===== src/design/protection_entry_allocator_defines.svh =====
// ---------------------------------------------------------------------------
// Assertion macros for the protection entry allocator
// ---------------------------------------------------------------------------
`ifndef PROTECTION_ENTRY_ALLOCATOR_DEFINES_SVH
`define PROTECTION_ENTRY_ALLOCATOR_DEFINES_SVH

// Same-cycle implication, disabled while reset is low
`define PEA_ASSERT_NOW(lbl, clk, rstn, ante, cons) \
    lbl: assert property (@(posedge clk) disable iff (!(rstn)) (ante) |-> (cons)) \
        else $error("pea assertion failed");

// Next-cycle implication, disabled while reset is low
`define PEA_ASSERT_NEXT(lbl, clk, rstn, ante, cons) \
    lbl: assert property (@(posedge clk) disable iff (!(rstn)) (ante) |=> (cons)) \
        else $error("pea assertion failed");

`endif


===== src/design/pea_pkg.sv =====
`timescale 1ns / 1ps
// ---------------------------------------------------------------------------
// pea_pkg
// Types and constants shared by the protection entry allocator.
// ---------------------------------------------------------------------------
package pea_pkg;

    localparam int ENTRIES_DEF = 64;
    localparam int IDX_W       = 6;
    localparam int CFG_W       = 7;
    localparam int CNT_W       = 16;
    localparam int ADDR_W      = 64;

    localparam logic [CNT_W-1:0] COUNT_TOP   = 16'hFFFF;
    localparam logic [CFG_W-1:0] ENTRIES_RST = 7'd64;

    localparam logic [1:0] STATUS_ALLOC = 2'd0;
    localparam logic [1:0] STATUS_FULL  = 2'd1;
    localparam logic [1:0] STATUS_ZERO  = 2'd2;
    localparam logic [1:0] STATUS_FREED = 2'd3;

    typedef struct packed {
        logic              mode;
        logic [ADDR_W-1:0] region_base;
        logic [ADDR_W-1:0] region_size;
        logic              want_locked;
        logic [IDX_W-1:0]  entry_index;
        logic              free_is_pair;
    } pea_req_t;

    typedef struct packed {
        logic [1:0]       status;
        logic [IDX_W-1:0] granted_entry;
        logic             is_pair;
    } pea_rsp_t;

    // Search record handed from cell to cell
    typedef struct packed {
        logic             valid;
        logic             found;
        logic [CNT_W-1:0] best;
        logic [IDX_W-1:0] pick;
    } pea_tok_t;

    // Entry state seen by the neighbouring cell below
    typedef struct packed {
        logic [CNT_W-1:0] count;
        logic             lock;
    } pea_ent_t;

    // Controls broadcast from the sequencer to every cell
    typedef struct packed {
        logic             aligned;
        logic             locked;
        logic [CFG_W-1:0] n;
        logic             inc_en;
        logic [IDX_W-1:0] inc_idx;
        logic             inc_pair;
        logic             dec_en;
        logic [IDX_W-1:0] dec_idx;
        logic             dec_pair;
    } pea_ctl_t;

endpackage


===== src/design/pea_cell.sv =====
`timescale 1ns / 1ps
// ---------------------------------------------------------------------------
// pea_cell
// One protection entry: holds its use count and lock mark, judges the
// passing search record and hands it on to the next cell.
// ---------------------------------------------------------------------------
module pea_cell #(
    parameter int CELL_IDX = 0
) (
    input  logic               aclk,
    input  logic               aresetn,
    input  pea_pkg::pea_ctl_t  ctl,
    input  pea_pkg::pea_ent_t  up_ent,
    input  pea_pkg::pea_tok_t  tok_in,
    output pea_pkg::pea_tok_t  tok_out,
    output pea_pkg::pea_ent_t  ent_out
);
    import pea_pkg::*;

    localparam logic [CFG_W-1:0] MY_IDX  = CFG_W'(CELL_IDX);
    localparam logic [CFG_W-1:0] MY_NEXT = CFG_W'(CELL_IDX + 1);

    logic [CNT_W-1:0] count_reg, count_next;
    logic             lock_reg, lock_next;
    logic             tok_valid_reg;
    pea_tok_t         tok_reg, tok_next;
    logic             active, last, take;
    logic [CNT_W:0]   sum;
    logic             inc_hit, dec_hit;

    // Judge this entry against the search record
    always_comb begin
        active   = (MY_IDX < ctl.n);
        last     = (MY_NEXT == ctl.n);
        sum      = {1'b0, count_reg} + (ctl.aligned ? '0 : {1'b0, up_ent.count});
        take     = 1'b0;
        tok_next = tok_in;
        if (active) begin
            if (ctl.locked) begin
                take = !tok_in.found && (count_reg == '0) &&
                       (ctl.aligned || (!last && (up_ent.count == '0)));
            end else if (!lock_reg) begin
                if (ctl.aligned || (!last && !up_ent.lock)) begin
                    take = (sum < {1'b0, tok_in.best});
                end
            end
        end
        if (take) begin
            tok_next.found = 1'b1;
            tok_next.best  = sum[CNT_W-1:0];
            tok_next.pick  = IDX_W'(CELL_IDX);
        end
    end

    // Update the entry on allocation or free
    always_comb begin
        inc_hit = ctl.inc_en && ((MY_IDX == {1'b0, ctl.inc_idx}) ||
                  (ctl.inc_pair && (MY_IDX == ({1'b0, ctl.inc_idx} + 1'b1))));
        dec_hit = ctl.dec_en && ((MY_IDX == {1'b0, ctl.dec_idx}) ||
                  (ctl.dec_pair && (MY_NEXT == {1'b0, ctl.dec_idx})));
        count_next = count_reg;
        lock_next  = lock_reg;
        priority if (inc_hit) begin
            count_next = (count_reg == COUNT_TOP) ? count_reg : count_reg + 1'b1;
            lock_next  = lock_reg | ctl.locked;
        end else if (dec_hit) begin
            count_next = (count_reg == '0) ? count_reg : count_reg - 1'b1;
            lock_next  = 1'b0;
        end
    end

    always_ff @(posedge aclk) begin
        if (!aresetn) begin
            count_reg     <= '0;
            lock_reg      <= 1'b0;
            tok_valid_reg <= 1'b0;
        end else begin
            count_reg     <= count_next;
            lock_reg      <= lock_next;
            tok_valid_reg <= tok_in.valid;
        end
    end

    // Search payload needs no reset
    always_ff @(posedge aclk) begin
        tok_reg <= tok_next;
    end

    always_comb begin
        tok_out       = tok_reg;
        tok_out.valid = tok_valid_reg;
        ent_out.count = count_reg;
        ent_out.lock  = lock_reg;
    end

endmodule


===== config.mk =====
export PLATFORM = sky130hd
export DESIGN_NAME = pea_cell
export DESIGN_NICKNAME = d
export VERILOG_FILES = /design/src/design/protection_entry_allocator_defines.svh /design/src/design/pea_pkg.sv /design/src/design/pea_cell.sv
export SDC_FILE = /design/constraint.sdc
export NUM_CORES = 1
export LEC_CHECK = 0
export ABC_AREA = 1
export BUFFER_PORTS_ARGS = -buffer_cell sky130_fd_sc_hd__buf_2
export CORE_ASPECT_RATIO = 0.9
export CORE_UTILIZATION = 54
export CTS_BUF_LIST = sky130_fd_sc_hd__clkbuf_8
export CTS_CLUSTER_DIAMETER = 50
export DETAILED_ROUTE_END_ITERATION = 7
export GPL_TIMING_DRIVEN = 0
export PLACE_DENSITY_LB_ADDON = 0.2
export SYNTH_ARGS = -nofsm -noshare
export SYNTH_HDL_FRONTEND = slang
export SYNTH_SLANG_ARGS = --single-unit

===== constraint.sdc =====
create_clock -name aclk -period 4.4 [get_ports aclk]
set_clock_uncertainty 0.2 [all_clocks]
set_input_delay 0.44 -clock aclk [delete_from_list [all_inputs] [get_ports aclk]]
set_output_delay 0.44 -clock aclk [all_outputs]
set_load 0.01 [all_outputs]

==> results.md, run 1 <==
* Hold-fix buffers, CTS at 0
* Yosys reg bits at 41
* Fillcell total at 587
* CTS tree: built
* Multi-input gate area at 0.002347 mm^2
* Max Cap Violations at 0
* Period minus WS final at 3.993 ns
* Most frequent cell after synthesis: nand2_1
* Clock Sinks at 41
* End of the critical path: tok_out[17]$_DFF_P_
* R2R depth at 23
* GR Layer Usage met1 at 35.83%
* TNS Setup at 0 ns
* Max FFs per register at 23
* Register area at 820.8 um^2
* Slew @ Worst Pin at 0.8199 ns
* Net Count, Synth at 646
* Clock Latency Late Sink at 0.31 ns
* RSZ-0062 raised after global routing: no
* Asr flop ratio synth at 0%
* # Post-CTS Setup Buffers at 0
* WS Path Type: primary input to register
* CP startpoint: ctl[24]
* Global route hottest layer: met2
* WHS at 0.1146 ns
* Top cells by area, synth: dfxtp_1, ha_1, nand2_1, inv_1, a21oi_1
* Top cells by count, synth: nand2_1, inv_1, a21oi_1, ha_1, nor2_1
* Cell variety after synth at 38
* # IOs at 109
* Area Overhead vs Synth at 21.25%
* Drt first pass iters at 5
* Pin count of the biggest net entering global routing at 19
* Htree depth at 2
* Placer Congestion at 0.8926
* Met3 Usage GRT at 3.742%
* Die X at 87.46 um
* Vias per inst at 5.163
* Largest fanout on the critical path at 10
* CTS clk-pin slew, worst paths at 0.08 ns
* CP Data Arrival Time at 4.00 ns
* Ys Warns at 0
* Hold Fails Final Rpt at 0
* Mapped Area at 0.003550 mm^2
* Post-synth EDFFs at 0
* CP startpoint kind: primary input
* DRT antenna net count at 0
* Post-Syn Instances at 531
* Port bufs at 106
* Worst hold path type: primary input to register
* Max Slew Vio Count at 0
* ANT cells at 0
* LEAKAGE at 0.002584 uW
* R2R Setup Slk at 0.73 ns
* Initial core utilization at 57.11%
* Initial antenna violation count at 0
* Rows at 27
* Data required, critical path at 4.40 ns
* Drc violations at 0
* Status: finished clean
* Die ar. at 0.006902 mm^2
* Reg2reg end: tok_out[17]$_DFF_P_
* Cell-by-cell trace of the critical path: clkbuf_1 -> clkbuf_1 -> nor2_1 -> ha_1 -> a21oi_1 -> o21ai_0 -> nand2_1 -> nand4_1 -> a21oi_1 -> xor2_1 -> ha_1 -> a2111oi_1 -> nand3_1 -> nor2_1 -> nand2_1 -> nand2_2 -> nand2_4 -> buf_6 -> nand2_1 -> nand2_1
* Peak supply drop at 155.9 uV
* Avg WL per Cell at 12.29 um
* Crit-path max cell delay at 0.41 ns
* Vias in the first global route at 3,314
* Pwr/cell area at 224.2 mW/mm^2
* Sequential share of the synthesized area at 23.12%
* Global-route wire length before repair at 14,720 um
* Worst R2R Start: count_reg[0]$_SDFFE_PN0P_
* Top_reg_cell synth: dfxtp_1
* Leading area contributor after synthesis: dfxtp_1
* Syn_area_per_cell at 6.685 um^2
* Detail Placement HPWL at 7432 um
* Total CTS buffers at 5
* CP max stage cell: a2111oi_1
* Global route overflow at 0
* WL final at 8999 um
* Die height at 78.92 um
* Clock root buffer: clkbuf_8
* M2 GR Usage at 44.38%
* Worst path most repeated cell: nand2_1
* Core Area at 0.006216 mm^2
* Share of cells above drive strength 1 at 19.53%
* Max-slew headroom at 45.18%
* DR iter-0 viols at 159
* Final #Nets at 759
* Via count at 3,779
* Max clock buf depth at 2
* GR Util All Layers at 26.61%
* Max Freq at 250.4 MHz
* Final setup fails at 0
* CP Capture Type: register
* Final worst-path cycle share at 90.76%
* Post-CTS sizing at 0
* Synth top area share at 23.12%
-- report_power, final --
group	total [uW]	internal [uW]	switching (uW)
Sequential	405	397	7.69
Combinational	245	105	140
Clock	315	170	145
-- through the flow --
stage	area [um^2]	utilization (%)	power [uW]	instances	setup WS (ns)
final	4304	69.24	965.2	732	0.4067
after floorplan	3550	-	568.7	531	0.7946
after CTS	4304	69.24	969.0	732	0.5185
after detailed placement	4189	67.39	657.0	724	0.2027
after global placement	4189	67.39	649.6	724	0.2586
after global routing	4304	69.24	1020	732	0.07352
-- worst min path at each step --
stage | start | endpoint | cells past startpoint
after detailed placement | lock_reg$_SDFFE_PN0P_ | lock_reg$_SDFFE_PN0P_ | 2
after global routing | tok_in[23] | tok_valid_reg$_SDFF_PN0_ | 3
after floorplan | lock_reg$_SDFFE_PN0P_ | lock_reg$_SDFFE_PN0P_ | 2
after global placement | lock_reg$_SDFFE_PN0P_ | lock_reg$_SDFFE_PN0P_ | 2
final | tok_in[23] | tok_valid_reg$_SDFF_PN0_ | 3
after CTS | tok_in[23] | tok_valid_reg$_SDFF_PN0_ | 3
-- area by class of cell --
class                           count  share of cell area [%]
Buffer                             12                   1.628
Clock buffer                        5                   1.599
Sequential cell                    41                   19.07
Inverter                           83                   7.238
Tap cell                           87                   2.529
Timing Repair Buffer              106                   12.33
Clock inverter                      3                   1.076
Multi-Input combinational cell    395                   54.53
-- routing by layer --
| layer | vias up | part of all wire, % |
|---|---|---|
| li1 | 1962 | - |
| met1 | 1673 | 48 |
| met2 | 131 | 44 |
| met3 | 13 | 6.3 |
| met4 | 0 | 1.4 |
| met5 | - | 0 |
-- cells by family after synthesis --
kind of cell / Yosys count / share of synthesized area, %
buffers and inverters: 95 / 10.75
DFF: 41 / 23.12
and+or+nand+nor: 232 / 28.23
xor gates and xnor gates: 25 / 6.168
adders and majority gates: 47 / 16.99
AOI/OAI and AO/OA: 91 / 14.73
-- cells in the final DEF, fill, tap and decap left out, drive strengths merged, types with 2 or more instances in the layout --
master	instances
a211oi	3
a21boi	7
a21o	6
a21oi	45
buf	113
clkbuf	10
dfxtp	41
fa	2
ha	45
inv	83
nand2	122
nand3	41
nand3b	3
nand4	8
nor2	43
nor3	6
nor4	6
o21ai	20
o21bai	4
or2	2
xnor2	10
xor2	15
-- worst max-delay path: cells and delay by family --
kind / cells / cell delay, ns
AND/OR/NAND/NOR: 10 / 1.00
buffers and inverters: 3 / 0.87
AO/OA/AOI/OAI: 4 / 0.94
adder cells (fa/ha/maj): 2 / 0.58
XOR/XNOR: 1 / 0.16
(Power assumes the default switching activity.)
==> run 2: changes to the inputs <==
--- a/config.mk
+++ b/config.mk
@@ -8,7 +8,7 @@
 export ABC_AREA = 1
 export BUFFER_PORTS_ARGS = -buffer_cell sky130_fd_sc_hd__buf_2
 export CORE_ASPECT_RATIO = 0.9
-export CORE_UTILIZATION = 54
+export CORE_UTILIZATION = 50
 export CTS_BUF_LIST = sky130_fd_sc_hd__clkbuf_8
 export CTS_CLUSTER_DIAMETER = 50
 export DETAILED_ROUTE_END_ITERATION = 7
==> run 2 against run 1 <==
  * First-iteration DRC count shrank 2.5%
  * Global-route usage fell by 1.5 points
  * Combinational power is essentially flat
  * Largest cell class unchanged
  * Highest routed layer unchanged
  * Count of clock-buffer cells in the layout increased by 1
==> results.md, run 2 (same netlist as run 1, synthesis figures left out) <==
* Clock root buffer: clkbuf_8
* Post-place setup slack at 0.1623 ns
* Final setup margin at 0.4050 ns
* Hold Startpoint: tok_in[23]
* R2R depth at 23
* Hold endpoint: tok_valid_reg$_SDFF_PN0_
* DRT antenna net count at 0
* LEAKAGE at 0.002581 uW
* Worst Hold Path Cells at 3
* Slew @ Worst Pin at 0.8292 ns
* Clk pwr share at 29.6%
* Register area at 820.8 um^2
* TNS Setup at 0 ns
* CP Data Arrival Time at 3.99 ns
* WS Path Type: primary input to register
* Vias per inst at 5.090
* CTS tree: built
* Hold-fix buffers, CTS at 0
* Global-route wire length before repair at 15,060 um
* Area after DPL at 0.004193 mm^2
* CP top delay family: simple AND/OR/NAND/NOR gates
* CP Capture Type: register
* # Post-CTS Setup Buffers at 0
* Port bufs at 106
* Worst path most repeated cell: nand2_1
* Die X at 90.82 um
* Die height at 81.94 um
* Largest fanout on the critical path at 10
* Fillcell total at 641
* Pwr/cell area at 215.5 mW/mm^2
* Avg WL per Cell at 12.29 um
* Reg2reg end: tok_out[16]$_DFF_P_
* Most common cell after layout, fill and taps aside: nand2_1
* WL final at 9036 um
* Vias in the first global route at 3,412
* Die ar. at 0.007441 mm^2
* Worst R2R Start: count_reg[0]$_SDFFE_PN0P_
* Clock Latency Late Sink at 0.31 ns
* Internal Power at 630.1 uW
* # IOs at 109
* Most frequent cells in the layout: nand2_1, buf_2, inv_1, a21oi_1, ha_1
* Via count at 3,741
* Detail Placement HPWL at 7500 um
* Placed instance count at 727
* Final worst-path cycle share at 90.80%
* Final Non-Filler Cells at 735
* Pin count of the biggest net entering global routing at 19
* ANT cells at 0
* CP startpoint kind: primary input
* Final #Nets at 759
* Status: finished clean
* Drt first pass iters at 4
* CP max stage cell: clkbuf_1
* Flop pwr share at 43.8%
* Initial antenna violation count at 0
* Switching part of the total at 31.83%
* CTS clk-pin slew, worst paths at 0.09 ns
* Rows at 28
* Max Freq at 250.3 MHz
* Initial core utilization at 52.77%
* Max Cap Violations at 0
* Worst hold path type: primary input to register
* Cell-by-cell trace of the critical path: clkbuf_1 -> clkbuf_1 -> nor2_1 -> ha_1 -> a21o_1 -> nor2_1 -> nand3_2 -> a21oi_1 -> xnor2_1 -> ha_1 -> nand2_1 -> nor2_1 -> a211oi_1 -> nand2_1 -> nand2_1 -> nand2_1 -> nand2_1 -> nand2_1 -> nand2_2 -> nand2_4 -> buf_6 -> nand2_1 -> nand2_1
* Final setup fails at 0
* Final instance area at 0.004289 mm^2
* Post-CTS sizing at 0
* Worst Path Buf+Inv at 3
* Core Area at 0.006726 mm^2
* Max Slew Vio Count at 0
* Crit-path max cell delay at 0.39 ns
* Max FFs per register at 23
* Clock Sinks at 41
* Placer Congestion at 0.8653
* Total CTS buffers at 5
* Multi-input gate area at 0.002347 mm^2
* RSZ-0062 raised after global routing: no
* Max-slew headroom at 44.57%
* Global route overflow at 0
* Drc violations at 0
* GR Util All Layers at 25.15%
* R2R Setup Slk at 0.61 ns
* Max clock buf depth at 2
* NetSw at 294.3 uW
* Data required, critical path at 4.40 ns
* Peak supply drop at 103.9 uV
* Period minus WS final at 3.995 ns
* Hold Fails Final Rpt at 0
* Htree depth at 2
* Gate power share at 26.6%
* Area Overhead vs Synth at 20.83%
* DR iter-0 viols at 155
* Share of cells above drive strength 1 at 19.53%
==> run 2: cell count changes in the layout (fill, tap and decap cells not counted) <==
cell	before	now
clkinvlp_4	1	0
clkbuf_8	5	6
clkinv_2	0	1
bufinv_16	1	0
==> run 2: per-stage QoR <==
step / total power (uW) / hold WS, ns / utilization, %
2_1_floorplan: 568.7 / 0.2460 / -
5_1_grt: 978.1 / 0.1447 / 63.76
6_report: 924.3 / 0.1131 / 63.76
3_3_place_gp: 650.0 / 0.2705 / 62.33
3_5_place_dp: 658.2 / 0.2807 / 62.33
4_1_cts: 929.8 / 0.1150 / 63.76
==> run 2: final cells by class <==
cell class | count | area share, %
plain buffers | 12 | 1.634
clock buffers | 6 | 1.925
clock inverters | 2 | 0.3209
inverters | 83 | 7.264
multi-input cells | 395 | 54.73
flip-flops and latches | 41 | 19.14
well taps | 90 | 2.625
repair buffers | 106 | 12.37
==> run 2: worst min-delay path: cells and delay by family <==
kind / cells / cell delay [ns]
buffers and inverters: 2 / 0.11
AND/OR/NAND/NOR: 1 / 0.04
==> run 2: how the worst max path moves through the flow <==
| stage | start | to | slack, ns | depth (start not counted) |
|---|---|---|---|---|
| floorplan | ctl[24] | tok_out[14]$_DFF_P_ | 0.79 | 23 |
| global placement | ctl[24] | tok_out[19]$_DFF_P_ | 0.28 | 23 |
| detailed placement | ctl[24] | tok_out[12]$_DFF_P_ | 0.16 | 23 |
| CTS | ctl[24] | tok_out[16]$_DFF_P_ | 0.47 | 23 |
| global route | ctl[24] | tok_out[19]$_DFF_P_ | 0.05 | 23 |
| finish | ctl[24] | tok_out[16]$_DFF_P_ | 0.40 | 23 |
==> run 2: power by group through the flow <==
stage,combinational [uW],sequential (uW),clock [uW]
6_report,245,405,274
5_1_grt,279,408,291
4_1_cts,245,405,279
3_5_place_dp,244,414,0
3_3_place_gp,237,413,0
2_1_floorplan,140,429,0
==> run 2: layer usage <==
metal	up-vias	global-route usage, %	share of wire [%]
li1	1966	-	-
met1	1656	32.40	49
met2	109	43.56	44
met3	10	4.167	6.4
met4	0	7.619	1.2
met5	-	0	0
==> run 3: changes to the inputs <==
--- a/config.mk
+++ b/config.mk
@@ -7,8 +7,10 @@
 export LEC_CHECK = 0
 export ABC_AREA = 1
 export BUFFER_PORTS_ARGS = -buffer_cell sky130_fd_sc_hd__buf_2
+export CELL_PAD_IN_SITES_DETAIL_PLACEMENT = 1
+export CELL_PAD_IN_SITES_GLOBAL_PLACEMENT = 1
 export CORE_ASPECT_RATIO = 0.9
-export CORE_UTILIZATION = 50
+export CORE_UTILIZATION = 37
 export CTS_BUF_LIST = sky130_fd_sc_hd__clkbuf_8
 export CTS_CLUSTER_DIAMETER = 50
 export DETAILED_ROUTE_END_ITERATION = 7
==> run 3 against run 2 <==
  * Worst setup slack worse by 0.065 ns
  * Die area is 34% higher
  * Sequential power hardly changed
  * Via count is 1.6% higher
  * Critical path depth stayed put
  * Maximum frequency is 1.6% lower
  * Count of clock-buffer cells in the layout stayed put
  * Hold slack better by 0.0077 ns
  * First-iteration DRC count is 41% lower
  * Power is 7.1% higher
  * Sequential share of layout area is 0.28 points lower
  * Non-clock buffer count stayed put
==> results.md, run 3 (same netlist as run 1, synthesis figures left out) <==
* LEAKAGE at 0.002587 uW
* Rows at 33
* CTS clk-pin slew, worst paths at 0.08 ns
* Via count at 3,800
* Detail Placement HPWL at 8877 um
* Vias per inst at 4.954
* Area Overhead vs Synth at 22.63%
* Core Area at 0.009208 mm^2
* Clk pwr share at 33.7%
* Crit-path max cell delay at 0.44 ns
* Peak supply drop at 105.8 uV
* # Post-CTS Setup Buffers at 0
* CTS tree: built
* Max Cap Violations at 0
* Drc violations at 0
* Worst Path Buf+Inv at 3
* WS Path Type: primary input to register
* R2R Setup Slk at 0.57 ns
* CP Data Arrival Time at 4.05 ns
* Vias in the first global route at 3,720
* Largest fanout on the critical path at 10
* Avg WL per Cell at 13.72 um
* M2 GR Usage at 37.61%
* # IOs at 109
* Most common cell after layout, fill and taps aside: nand2_1
* WL final at 10,520 um
* Max Slew Vio Count at 0
* Final setup fails at 0
* GR Layer Usage met1 at 28.86%
* Switching part of the total at 30.56%
* Post-CTS sizing at 0
* Port bufs at 106
* Most frequent cells in the layout: nand2_1, buf_2, inv_1, a21oi_1, ha_1
* Global route overflow at 0
* Fillcell total at 1,259
* RSZ-0062 raised after global routing: no
* Drt first pass iters at 4
* Initial antenna violation count at 0
* GR Util All Layers at 21.67%
* Pwr/cell area at 227.5 mW/mm^2
* Status: finished clean
* Hold Fails Final Rpt at 0
* CP top delay family: simple AND/OR/NAND/NOR gates
* Clock Latency Late Sink at 0.31 ns
* Max FFs per register at 23
* Total CTS buffers at 5
* TNS Setup at 0 ns
* Global-route wire length before repair at 17,460 um
* Share of cells above drive strength 1 at 19.53%
* Die ar. at 0.009990 mm^2
* Final Non-Filler Cells at 767
* Hold-fix buffers, CTS at 0
* CP max stage cell: clkbuf_1
* Die X at 105.2 um
* Max-slew headroom at 40.69%
* Clock root buffer: clkbuf_8
* Final worst-path cycle share at 92.26%
* Gate power share at 25.4%
* Flop pwr share at 40.9%
* Pin count of the biggest net entering global routing at 19
* DRT antenna net count at 0
* Initial core utilization at 38.55%
* Max clock buf depth at 2
* Data required, critical path at 4.39 ns
* Placer Congestion at 0.8837
* NetSw at 302.6 uW
* CP Capture Type: register
* Max Freq at 246.3 MHz
* Period minus WS final at 4.060 ns
* DR iter-0 viols at 91
* Met3 Usage GRT at 3.244%
* CP startpoint kind: primary input
* Worst hold path type: primary input to register
* Slew @ Worst Pin at 0.8871 ns
* Internal Power at 687.6 uW
* Worst path most repeated cell: nand2_1
* Clock Sinks at 41
* Htree depth at 2
* Cell-by-cell trace of the critical path: clkbuf_1 -> clkbuf_1 -> nor2_1 -> ha_1 -> a21o_1 -> nor2_1 -> nand3_2 -> a21oi_1 -> xnor2_1 -> ha_1 -> nand2_1 -> nor2_1 -> a211oi_1 -> nand2_1 -> nand2_1 -> nand2_1 -> nand2_1 -> nand2_1 -> nand2_2 -> nand2_4 -> buf_6 -> nand2_1 -> nand2_1
* Die height at 94.92 um
* Placed instance count at 759
* ANT cells at 0
* Final #Nets at 759
* Global route hottest layer: met2
==> run 3: cell types whose count changed in the layout (fill, tap and decap cells not counted), sizes merged <==
cell      before  now
clkinv         2    0
bufinv         0    1
clkinvlp       0    1
==> run 3: final timing paths <==
check | end | cells after the start | start
min | tok_valid_reg$_SDFF_PN0_ | 3 | tok_in[23]
max reg2reg | tok_out[16]$_DFF_P_ | 23 | count_reg[0]$_SDFFE_PN0P_
max | tok_out[16]$_DFF_P_ | 23 | ctl[24]
min reg2reg | lock_reg$_SDFFE_PN0P_ | 2 | lock_reg$_SDFFE_PN0P_
==> run 3: layout make-up <==
class,instances,area (um^2),share of cell area (%)
multi-input combinational,395,2347,53.92
clock buffer,6,82.58,1.897
clock inverter,2,37.54,0.8623
inverter,83,311.5,7.157
timing repair buffer,106,530.5,12.19
sequential,41,820.8,18.86
tap,122,152.6,3.507
buffer,12,70.07,1.610
==> run 3: power by group through the flow <==
stage          combinational (uW)  clock (uW)  sequential (uW)
2_1_floorplan                 140           0              429
3_3_place_gp                  243           0              414
3_5_place_dp                  252           0              415
4_1_cts                       254         340              406
5_1_grt                       285         358              408
6_report                      251         334              405
==> run 3: layer usage <==
layer | up-vias | wire length, um
li1 | 1964 | -
met1 | 1753 | 5303
met2 | 76 | 4739
met3 | 7 | 418
met4 | 0 | 63
met5 | - | 0
==> run 3: metrics by stage <==
| stage | cell area [um^2] | hold WS [ns] | util (%) | setup slack, ns | power, uW |
|---|---|---|---|---|---|
| final | 4353 | 0.1208 | 47.28 | 0.3403 | 990.2 |
| after global routing | 4353 | 0.1382 | 47.28 | 0.05721 | 1051 |
| after detailed placement | 4233 | 0.2927 | 45.97 | 0.05475 | 666.8 |
| after global placement | 4233 | 0.2905 | 45.97 | 0.1790 | 656.8 |
| after CTS | 4353 | 0.1135 | 47.28 | 0.3477 | 999.9 |
| after floorplan | 3550 | 0.2460 | - | 0.7946 | 568.7 |
==> run 3: worst reg2reg max path: stages, from the launching register on <==
cell,delay (ns)
dfxtp_1,0.42
ha_1,0.28
fa_1,0.44
a31oi_1,0.25
o21ai_1,0.16
a21oi_1,0.19
xor2_1,0.25
ha_1,0.29
nand2_1,0.06
inv_1,0.04
nor2_1,0.09
o21a_1,0.13
nand2_1,0.06
nand2_1,0.06
nand2_1,0.06
nand2_1,0.06
nand2_1,0.04
nand2_1,0.05
nand2_1,0.05
nand2_2,0.15
nand2_4,0.12
buf_6,0.16
nand2_1,0.06
nand2_1,0.06
